## config.mk

```make
export PLATFORM = sky130hd
export DESIGN_NAME = pcm_to_dac_byte_converter
export DESIGN_NICKNAME = d
export VERILOG_FILES = /design/src/rtl/pdbc_pkg.sv /design/src/rtl/pdbc_cfg.sv /design/src/rtl/pdbc_conv.sv /design/src/rtl/pdbc_out.sv /design/src/rtl/pcm_to_dac_byte_converter.sv
export SDC_FILE = /design/constraint.sdc
export NUM_CORES = 1
export LEC_CHECK = 0
export ABC_AREA = 1
export BUFFER_PORTS_ARGS = -buffer_cell sky130_fd_sc_hd__buf_4
export CORE_MARGIN = 2
export CORE_UTILIZATION = 50
export DETAILED_ROUTE_END_ITERATION = 8
export GPL_TIMING_DRIVEN = 0
export PLACE_DENSITY = 0.71
export SLEW_MARGIN = 20
export SYNTH_ARGS = -nofsm -noshare
export SYNTH_HDL_FRONTEND = slang
export SYNTH_SLANG_ARGS = --single-unit
```

## constraint.sdc

```tcl
create_clock -name clk -period 7.19 [get_ports clk]
set_input_delay 1.0785 -clock clk [delete_from_list [all_inputs] [get_ports clk]]
set_output_delay 1.0785 -clock clk [all_outputs]
set_load 0.03 [all_outputs]
```

## src/rtl/pdbc_pkg.sv

```systemverilog
package pdbc_pkg;

    localparam int SAMPLE_W = 32;
    localparam int BYTE_W   = 8;
    localparam int CFG_W    = 2;

    // sample_width codes; the unused code falls back to 8 bits
    localparam logic [CFG_W-1:0] WIDTH_8  = 2'd0;
    localparam logic [CFG_W-1:0] WIDTH_16 = 2'd1;
    localparam logic [CFG_W-1:0] WIDTH_32 = 2'd2;

    localparam logic [CFG_W-1:0] CH_MONO   = 2'd1;
    localparam logic [CFG_W-1:0] CH_STEREO = 2'd2;

    localparam logic [CFG_W-1:0] MODE_STEREO = 2'd0;
    localparam logic [CFG_W-1:0] MODE_MIX    = 2'd1;
    localparam logic [CFG_W-1:0] MODE_LEFT   = 2'd2;
    localparam logic [CFG_W-1:0] MODE_RIGHT  = 2'd3;

    localparam logic [1:0] REG_SAMPLE_WIDTH  = 2'd0;
    localparam logic [1:0] REG_CHANNEL_COUNT = 2'd1;
    localparam logic [1:0] REG_OUTPUT_MODE   = 2'd2;

    typedef struct packed {
        logic [CFG_W-1:0] sample_width;
        logic [CFG_W-1:0] channel_count;
        logic [CFG_W-1:0] output_mode;
    } cfg_t;

    typedef struct packed {
        logic [BYTE_W-1:0] byte0;
        logic [BYTE_W-1:0] byte1;
        logic              two;
    } frame_t;

    // Sign-extend the low bits of a field at the configured width.
    function automatic logic [SAMPLE_W-1:0] take_sample(
        input logic [SAMPLE_W-1:0] raw,
        input logic [CFG_W-1:0]    w
    );
        logic [SAMPLE_W-1:0] s;
        case (w)
            WIDTH_32: s = raw;
            WIDTH_16: s = {{(SAMPLE_W-16){raw[15]}}, raw[15:0]};
            default:  s = {{(SAMPLE_W-8){raw[7]}}, raw[7:0]};
        endcase
        return s;
    endfunction

    // Divide by two, truncating toward zero.
    function automatic logic [SAMPLE_W-1:0] halve(input logic [SAMPLE_W-1:0] s);
        logic [SAMPLE_W-1:0] fl;
        fl = {s[SAMPLE_W-1], s[SAMPLE_W-1:1]};
        return fl + {{(SAMPLE_W-1){1'b0}}, s[SAMPLE_W-1] & s[0]};
    endfunction

    // Divide toward zero by the width's scale, keep the low byte.
    // Floor division is a bit-select; add one when negative with a remainder.
    function automatic logic [BYTE_W-1:0] to_byte(
        input logic [SAMPLE_W-1:0] s,
        input logic [CFG_W-1:0]    w
    );
        logic [BYTE_W-1:0] b;
        case (w)
            WIDTH_32: b = s[31:24] + {{(BYTE_W-1){1'b0}}, s[31] & (|s[23:0])};
            WIDTH_16: b = s[15:8] + {{(BYTE_W-1){1'b0}}, s[31] & (|s[7:0])};
            default:  b = s[7:0];
        endcase
        return b;
    endfunction

endpackage

```

## src/rtl/pdbc_cfg.sv

```systemverilog
module pdbc_cfg (
    input  logic                       clk,
    input  logic                       rst_n,
    input  logic                       cfg_valid,
    output logic                       cfg_ready,
    input  logic [1:0]                 cfg_index,
    input  logic [pdbc_pkg::CFG_W-1:0] cfg_data,
    output pdbc_pkg::cfg_t             cfg
);

    pdbc_pkg::cfg_t cfg_reg;
    pdbc_pkg::cfg_t cfg_next;

    assign cfg_ready = 1'b1;
    assign cfg = cfg_reg;

    always_comb
    begin
        cfg_next = cfg_reg;
        if (cfg_valid)
        begin
            case (cfg_index)
                pdbc_pkg::REG_SAMPLE_WIDTH:  cfg_next.sample_width  = cfg_data;
                pdbc_pkg::REG_CHANNEL_COUNT: cfg_next.channel_count = cfg_data;
                pdbc_pkg::REG_OUTPUT_MODE:   cfg_next.output_mode   = cfg_data;
                default:                     cfg_next = cfg_reg; // drop unknown index
            endcase
        end
    end

    always_ff @(posedge clk or negedge rst_n)
    begin
        if (!rst_n)
        begin
            cfg_reg.sample_width  <= pdbc_pkg::WIDTH_16;
            cfg_reg.channel_count <= pdbc_pkg::CH_STEREO;
            cfg_reg.output_mode   <= pdbc_pkg::MODE_STEREO;
        end
        else
        begin
            cfg_reg <= cfg_next;
        end
    end

endmodule

```

## src/rtl/pdbc_conv.sv

```systemverilog
module pdbc_conv (
    input  logic                          clk,
    input  logic                          rst_n,
    input  pdbc_pkg::cfg_t                cfg,
    input  logic                          s_tvalid,
    output logic                          s_tready,
    input  logic [2*pdbc_pkg::SAMPLE_W-1:0] s_tdata,
    output logic                          frm_valid,
    input  logic                          frm_take,
    output pdbc_pkg::frame_t              frm
);

    logic                            valid_reg;
    logic                            valid_next;
    logic [pdbc_pkg::SAMPLE_W-1:0]   left_reg;
    logic [pdbc_pkg::SAMPLE_W-1:0]   right_reg;
    logic [pdbc_pkg::SAMPLE_W-1:0]   left_s;
    logic [pdbc_pkg::SAMPLE_W-1:0]   right_s;
    logic [pdbc_pkg::SAMPLE_W-1:0]   mix_s;
    logic [pdbc_pkg::BYTE_W-1:0]     left_b;
    logic [pdbc_pkg::BYTE_W-1:0]     right_b;
    logic [pdbc_pkg::BYTE_W-1:0]     mix_b;
    logic                            load;

    // Input register frees up when its frame moves on to the output stage.
    assign s_tready  = !valid_reg || frm_take;
    assign load      = s_tvalid && s_tready;
    assign frm_valid = valid_reg;

    always_comb
    begin
        valid_next = valid_reg;
        if (load)
            valid_next = 1'b1;
        else if (frm_take)
            valid_next = 1'b0;
    end

    always_ff @(posedge clk or negedge rst_n)
    begin
        if (!rst_n)
            valid_reg <= 1'b0;
        else
            valid_reg <= valid_next;
    end

    always_ff @(posedge clk)
    begin
        if (load)
        begin
            left_reg  <= s_tdata[pdbc_pkg::SAMPLE_W-1:0];
            right_reg <= s_tdata[2*pdbc_pkg::SAMPLE_W-1:pdbc_pkg::SAMPLE_W];
        end
    end

    always_comb
    begin
        left_s  = pdbc_pkg::take_sample(left_reg, cfg.sample_width);
        right_s = pdbc_pkg::take_sample(right_reg, cfg.sample_width);
        mix_s   = pdbc_pkg::halve(left_s) + pdbc_pkg::halve(right_s);
        left_b  = pdbc_pkg::to_byte(left_s, cfg.sample_width);
        right_b = pdbc_pkg::to_byte(right_s, cfg.sample_width);
        mix_b   = pdbc_pkg::to_byte(mix_s, cfg.sample_width);

        frm.byte0 = left_b;
        frm.byte1 = left_b;
        frm.two   = (cfg.output_mode == pdbc_pkg::MODE_STEREO);
        if (cfg.channel_count != pdbc_pkg::CH_MONO)
        begin
            case (cfg.output_mode)
                pdbc_pkg::MODE_STEREO: frm.byte1 = right_b;
                pdbc_pkg::MODE_MIX:    frm.byte0 = mix_b;
                pdbc_pkg::MODE_LEFT:   frm.byte0 = left_b;
                default:               frm.byte0 = right_b;
            endcase
        end
    end

endmodule

```

## src/rtl/pdbc_out.sv

```systemverilog
module pdbc_out (
    input  logic                         clk,
    input  logic                         rst_n,
    input  logic                         frm_valid,
    output logic                         frm_take,
    input  pdbc_pkg::frame_t             frm,
    output logic                         m_tvalid,
    input  logic                         m_tready,
    output logic [pdbc_pkg::BYTE_W-1:0]  m_tdata,
    output logic                         m_tlast
);

    logic             valid_reg;
    logic             valid_next;
    logic             sel_reg;
    logic             sel_next;
    pdbc_pkg::frame_t frm_reg;
    logic             free;
    logic             xfer;

    assign m_tvalid = valid_reg;
    assign m_tdata  = sel_reg ? frm_reg.byte1 : frm_reg.byte0;
    assign m_tlast  = !frm_reg.two || sel_reg;
    assign xfer     = valid_reg && m_tready;
    // Buffer is free when empty or its final byte transfers this cycle.
    assign free     = !valid_reg || (m_tready && m_tlast);
    assign frm_take = frm_valid && free;

    always_comb
    begin
        valid_next = valid_reg;
        sel_next   = sel_reg;
        if (frm_take)
        begin
            valid_next = 1'b1;
            sel_next   = 1'b0;
        end
        else if (xfer)
        begin
            if (m_tlast)
                valid_next = 1'b0;
            else
                sel_next = 1'b1; // advance to second byte
        end
    end

    always_ff @(posedge clk or negedge rst_n)
    begin
        if (!rst_n)
        begin
            valid_reg <= 1'b0;
            sel_reg   <= 1'b0;
        end
        else
        begin
            valid_reg <= valid_next;
            sel_reg   <= sel_next;
        end
    end

    always_ff @(posedge clk)
    begin
        if (frm_take)
            frm_reg <= frm;
    end

endmodule

```

## src/rtl/pcm_to_dac_byte_converter.sv

```systemverilog
// PCM to DAC byte converter.
// Input stream (s_*): one audio frame per transfer, s_tdata holds sample_left in
// bits 31:0 and sample_right in bits 63:32, each sign-extended from the width set
// in sample_width (8, 16 or 32 bits). sample_right is ignored for mono input.
// Output stream (m_*): one 8-bit DAC byte per transfer, m_tlast high on the final
// byte of a frame. A frame gives two bytes when output_mode is stereo, else one.
// Configuration (cfg_*): register index 0 sample_width, 1 channel_count,
// 2 output_mode; write only while no frame is in flight.
// The input register loads a frame at its input transfer and passes it to the
// output buffer once it is free; the output buffer then offers the first byte.
// Throughput: one frame per cycle for single-byte frames while m_tready stays high;
// a two-byte frame sends its bytes in turn over the single output byte lane, and
// the next frame waits until its last byte transfers.
// Reset clears both pipeline stages and loads 16-bit samples, stereo input and
// stereo output. When the receiver stalls, the output buffer holds its byte, the
// input register holds one more frame, and s_tready then drops until the output
// buffer drains.
module pcm_to_dac_byte_converter (
    input  logic        clk,
    input  logic        rst_n,
    input  logic        s_tvalid,
    output logic        s_tready,
    input  logic [63:0] s_tdata,     // sample_left [31:0], sample_right [63:32]
    output logic        m_tvalid,
    input  logic        m_tready,
    output logic [7:0]  m_tdata,     // dac_byte [7:0]
    output logic        m_tlast,
    input  logic        cfg_valid,
    output logic        cfg_ready,
    input  logic [1:0]  cfg_index,
    input  logic [1:0]  cfg_data
);

    pdbc_pkg::cfg_t   cfg;
    pdbc_pkg::frame_t frm;
    logic             frm_valid;
    logic             frm_take;

    pdbc_cfg u_cfg (
        .clk       (clk),
        .rst_n     (rst_n),
        .cfg_valid (cfg_valid),
        .cfg_ready (cfg_ready),
        .cfg_index (cfg_index),
        .cfg_data  (cfg_data),
        .cfg       (cfg)
    );

    pdbc_conv u_conv (
        .clk       (clk),
        .rst_n     (rst_n),
        .cfg       (cfg),
        .s_tvalid  (s_tvalid),
        .s_tready  (s_tready),
        .s_tdata   (s_tdata),
        .frm_valid (frm_valid),
        .frm_take  (frm_take),
        .frm       (frm)
    );

    pdbc_out u_out (
        .clk       (clk),
        .rst_n     (rst_n),
        .frm_valid (frm_valid),
        .frm_take  (frm_take),
        .frm       (frm),
        .m_tvalid  (m_tvalid),
        .m_tready  (m_tready),
        .m_tdata   (m_tdata),
        .m_tlast   (m_tlast)
    );

    // A first byte that transfers is always followed by the frame's last byte.
    assert property (@(posedge clk) disable iff (!rst_n)
        (m_tvalid && m_tready && !m_tlast) |=> (m_tvalid && m_tlast))
        else $error("second byte of frame missing");

    // Input side stalls only while a frame waits behind a busy output buffer.
    assert property (@(posedge clk) disable iff (!rst_n)
        !s_tready |-> (frm_valid && m_tvalid))
        else $error("input stalled with free pipeline");

    // A frame in the input register moves on once the output buffer drains.
    assert property (@(posedge clk) disable iff (!rst_n)
        (frm_valid && !m_tvalid) |-> frm_take)
        else $error("frame not forwarded to empty output buffer");

endmodule

```

======== Word-level counts from Yosys, hierarchy flattened ========
Cells that the tools add are included.
cells by class
  bitwise logic cells ..................... 8
  add/subtract/negate cells ............... 9
  mux-type cells .......................... 17
  equal/unequal tests ..................... 8
  reduce and logical (&&, ||, !) cells .... 27
operator list
  kind                  count
  $pmux W32 S2          2
  $reduce_or A24 Y1     3
  $add A31 B2 Y32       2
  $pmux W8 S2           4
  $add A8 B1 Y8         6
  $add A32 B32 Y32      1
  $reduce_or A8 Y1      3
  $mux W16              1
  $mux W8               2
  $reduce_and A2 Y1     5
  $and A1 B1 Y1         8
  $mux W1               8
  $eq A2 B1 Y1 const B  3
  $eq A2 B2 Y1 const B  3
  $reduce_bool A2 Y1    3
  $logic_and A1 B1 Y1   4
  $logic_not A2 Y1      2
  $logic_not A1 Y1      3
  $logic_or A1 B1 Y1    3
  $ne A2 B1 Y1 const B  1
  $ne A2 B2 Y1 const B  1
  $reduce_or A2 Y1      1
storage, ports and cells
  word-level logic and storage cells ...... 80
  register bits after elaboration ......... 90

======== Depth between registers and ports, before layout ========
  word-level depth ........................ 11
  depth in mapped cells ................... 40

======== Hierarchy ========
A second synthesis with hierarchy kept.
unflattened totals
  cells, all modules ...................... 1,162
  area total of the unflattened synthesis .. 8,191.6 µm²
by module, submodules not included
  module     instances  cells each  seq. area each (µm²)  area an instance (µm²)
  pdbc_conv  1          1,071       1,946.9               7,173.1
  pdbc_out   1          58          560.5                 739.5
  pdbc_cfg   1          33          152.6                 279.0

======== Least setup slack after synthesis ========
Ideal clock, no wire load.
  kind .................................... register to register
  start point ............................. register u_cfg.cfg_reg (netlist bit u_cfg.cfg[4])
  end point ............................... register u_out.frm_reg[10] (netlist bit), data pin
  required time ........................... 6.928 ns
  stages on the path, launching flop included .. 33
  arrival time ............................ 4.875 ns
  path buffers ............................ 2
  setup slack ............................. 2.053 ns
  setup time .............................. 0.262 ns
  cells stage by stage .................... dfstp_2 > inv_1 > ha_1 > buf_6 > inv_4 > nand2_4 > inv_4 > clkbuf_1 > nand2_1 > nand2_1 > inv_1 > nand2_1 > fa_1 > inv_1 > ha_1 > fa_1 > nand3_1 > nand3_1 > nand2_1 > nand2_1 > nand2_1 > nand2_2 > xnor2_1 > inv_1 > nor4_1 > and3_1 > a21oi_1 > ha_1 > ha_1 > a221oi_1 > o22ai_1 > nand2_1 > o21ai_0
RTL lines
  item                    RTL line        source
  from (decl)             pdbc_cfg.sv:11  pdbc_pkg::cfg_t cfg_reg;
  from (signal assigned)  pdbc_cfg.sv:41  cfg_reg <= cfg_next;
  to (signal assigned)    pdbc_out.sv:64  frm_reg <= frm;
  to (decl)               pdbc_out.sv:17  pdbc_pkg::frame_t frm_reg;

==> flow_summary.yaml <==
synthesis:
  ys_types: 58
  syn_inst: 1139
  synth_xor_area_frac: 0.0214
  yosysTopAreaCell: "edfxtp_1"
  synth-seq-area-share: 0.327
  synth_edf_count: 81
  synth_top_flop_cell: "edfxtp_1"
  yosysWarnings: 0
  syn_avg_cell_area_um2: 7.14
  yosysMostFrequentCell: "nand2_1"
  netlist_area_mm2: 0.00813
  synth-seq-cells: 90
  syn_nets: 1289
  synthSimpleGateAreaFrac: 0.322
  synth_top_family_by_area: "simple AND/OR/NAND/NOR gates"
  synth_compound_area_frac: 0.104
  ys_top_cells_by_count: "384 x nand2_1, 166 x inv_1, 81 x edfxtp_1"
  netlist_top_cells_area: "edfxtp_1 30%, nand2_1 18%, ha_1 12%, inv_1 7.7%, nand3_1 4.1%"
  synthArstFlopShare: 0.100
  synthMuxAreaShare: 0.00493
  yosys.area_share.adder: 0.120
  synth_top_area_share: 0.299
die:
  rows: 46
  num_io_pins: 85
  die_h_um: 132
  initial_core_util: 0.512
  die_area_mm2: 0.0173
  core_area_mm2: 0.0159
  die-width_um: 132
worst_hold_path:
  hold_depth: 2
  min_to: "u_cfg.cfg[3]$_DFFE_PN1P_"
  hold_path.class: "reg2reg"
  worstHoldStart: "u_cfg.cfg[3]$_DFFE_PN1P_"
detailed_routing:
  drt_iter0_markers: 791
  drt_pass1_iterations: 5
  wl_per_cell_um: 15.8
  drtAntennaViolNets: 0
  routed_wl_um: 22900
  drc: 0
  vias: 7730
  routed_via_density: 5.31
sta:
  max-slew-margin-rel: 0.422
  tightest_slew_ns: 0.866
  setup_tns_ns: 0
  hold_violations: 0
  finalMaxSlewViolations: 0
  setup_viol: 0
  rsz0062_at_grt: "false"
  post-route-period-util: 0.870
  max_freq_mhz: 160
  fin_worst_skew_ns: 0.0101
  post-route-min-period_ns: 6.26
layout:
  syn2layout_area_growth_pct: 15.0
  layout-drive-gt1-share: 0.140
  antenna_cells: 0
  n_fill_cell: 1548
  fin_nets: 1384
  fin_util: 0.589
  register_area_mm2: 0.00266
  multi_input_area_mm2: 0.00466
setup_path:
  slowest_delay_ns: 0.56
  worstReg2RegEnd: "u_out.frm_reg[10]$_DFFE_PP_"
  r2r_slack_ns: 0.93
  worstPathMaxFanout: 10
  worst_setup_path_start_kind: "register"
  crit_arrival_ns: 6.33
  crit_slowest_cell: "dfstp_2"
  path_class: "reg2reg"
  end_kind: "register"
  cp_common_cell: "nand2_1"
  cpLargestDelayFamily: "simple AND/OR/NAND/NOR gates"
  worst-r2r-cell-count: 34
  r2r-start: "u_cfg.cfg[4]$_DFFE_PN1P_"
  critPathBufInv: 7
  cp.required_ns: 7.26
cts:
  clk_latency_ns: 0.35
  cts_num_sinks: 90
  cts_buffer_depth: 2
  cts_buffers: 9
  clk_pin_slew_worst_paths_ns: 0.07
  post_cts_resized: 0
  cts-htree-levels: 3
  post_cts_buffers: 0
  hold_buffers: 0
  root_buffer: "clkbuf_16"
  cts_tree: "built"
global_routing:
  grt_max_degree: 55
  antenna_found_initial: 0
  grt_pass1_vias: 7199
  grt_overflow: 0
  grt_pass1_wl_um: 36800
  grt.total_usage: 0.269
placed_design:
  hpwl_um: 19000
  portBuffers: 83
  gp_congestion: 0.967
power:
  p_leak_nw: 4.69
  vdd_drop_max_mv: 0.232
  power.density_mw_per_mm2: 481
  finalPower_w: 0.00449
run_status:
  status: "finished, final reports clean"
run:
  maxCapViolCount: 0
-- how the worst max path moves through the flow --
| stage | endpoint | depth (start not counted) | start |
|---|---|---|---|
| final | u_out.frm_reg[10]$_DFFE_PP_ | 34 | u_cfg.cfg[4]$_DFFE_PN1P_ |
| after global routing | u_out.frm_reg[10]$_DFFE_PP_ | 34 | u_cfg.cfg[4]$_DFFE_PN1P_ |
| after CTS | u_out.frm_reg[10]$_DFFE_PP_ | 34 | u_cfg.cfg[4]$_DFFE_PN1P_ |
| after detailed placement | u_out.frm_reg[10]$_DFFE_PP_ | 34 | u_cfg.cfg[4]$_DFFE_PN1P_ |
| after global placement | u_out.frm_reg[10]$_DFFE_PP_ | 35 | u_cfg.cfg[4]$_DFFE_PN1P_ |
| after floorplan | u_out.frm_reg[10]$_DFFE_PP_ | 32 | u_cfg.cfg[4]$_DFFE_PN1P_ |
-- cells by family after synthesis --
kind of cell	count (synthesis)
AND/OR/NAND/NOR	607
other	1
buffers and inverters	199
adder cells (fa/ha/maj)	77
XOR/XNOR	19
multiplexers	4
AO/OA/AOI/OAI	142
flip-flops	90
-- metal layers --
metal,global-route usage,up-vias,part of all wire
met4,0.0857,0,0.027
met3,0.0340,42,0.060
met1,0.398,3466,0.48
li1,-,3931,-
met2,0.409,291,0.43
met5,0,-,0
-- worst reg2reg max path, delay by kind of cell, from the launching register on --
kind,cells,cell delay (ns)
flops,1,0.56
buf+inv,7,0.93
compound gates,4,0.75
fa+ha+maj,6,1.76
simple gates,17,1.98
-- through the flow --
step           setup slack [ns]  instances  hold WS, ns  cell area, um2
2_1_floorplan              2.05       1139        0.453            8130
3_3_place_gp               1.07       1438        0.473            9020
3_5_place_dp              0.972       1439        0.485            9050
4_1_cts                   0.942       1455        0.497            9350
5_1_grt                   0.426       1455        0.524            9350
6_report                  0.935       1455        0.491            9350
-- cell type report --
type | instances | area share
Clock inverter | 7 | 0.00763
Buffer | 24 | 0.0154
Inverter | 175 | 0.0713
Timing Repair Buffer | 84 | 0.0696
Tap cell | 216 | 0.0289
Sequential cell | 90 | 0.284
Clock buffer | 9 | 0.0241
Multi-Input combinational cell | 850 | 0.499
-- layout by cell type, fill, tap and decap left out, drive strengths merged, types with 7 or more instances in the layout --
master  instances
nand3          71
nand2         398
nand4          11
clkbuf         17
nor3           11
edfxtp         81
inv           178
nor4           12
a31oi          10
dfrtp           7
ha             75
a21oi          47
nor2           88
xor2            7
o21ai          56
or2             8
buf           100
xnor2          12
-- power by group --
part	switching, W	internal [W]	leakage, nW
logic	0.00215	0.00107	3.66
registers	0.0000605	0.000745	0.879
clock network	0.000217	0.000245	0.147
total	0.00243	0.00206	4.69
Power figures use the tool's default switching activity.
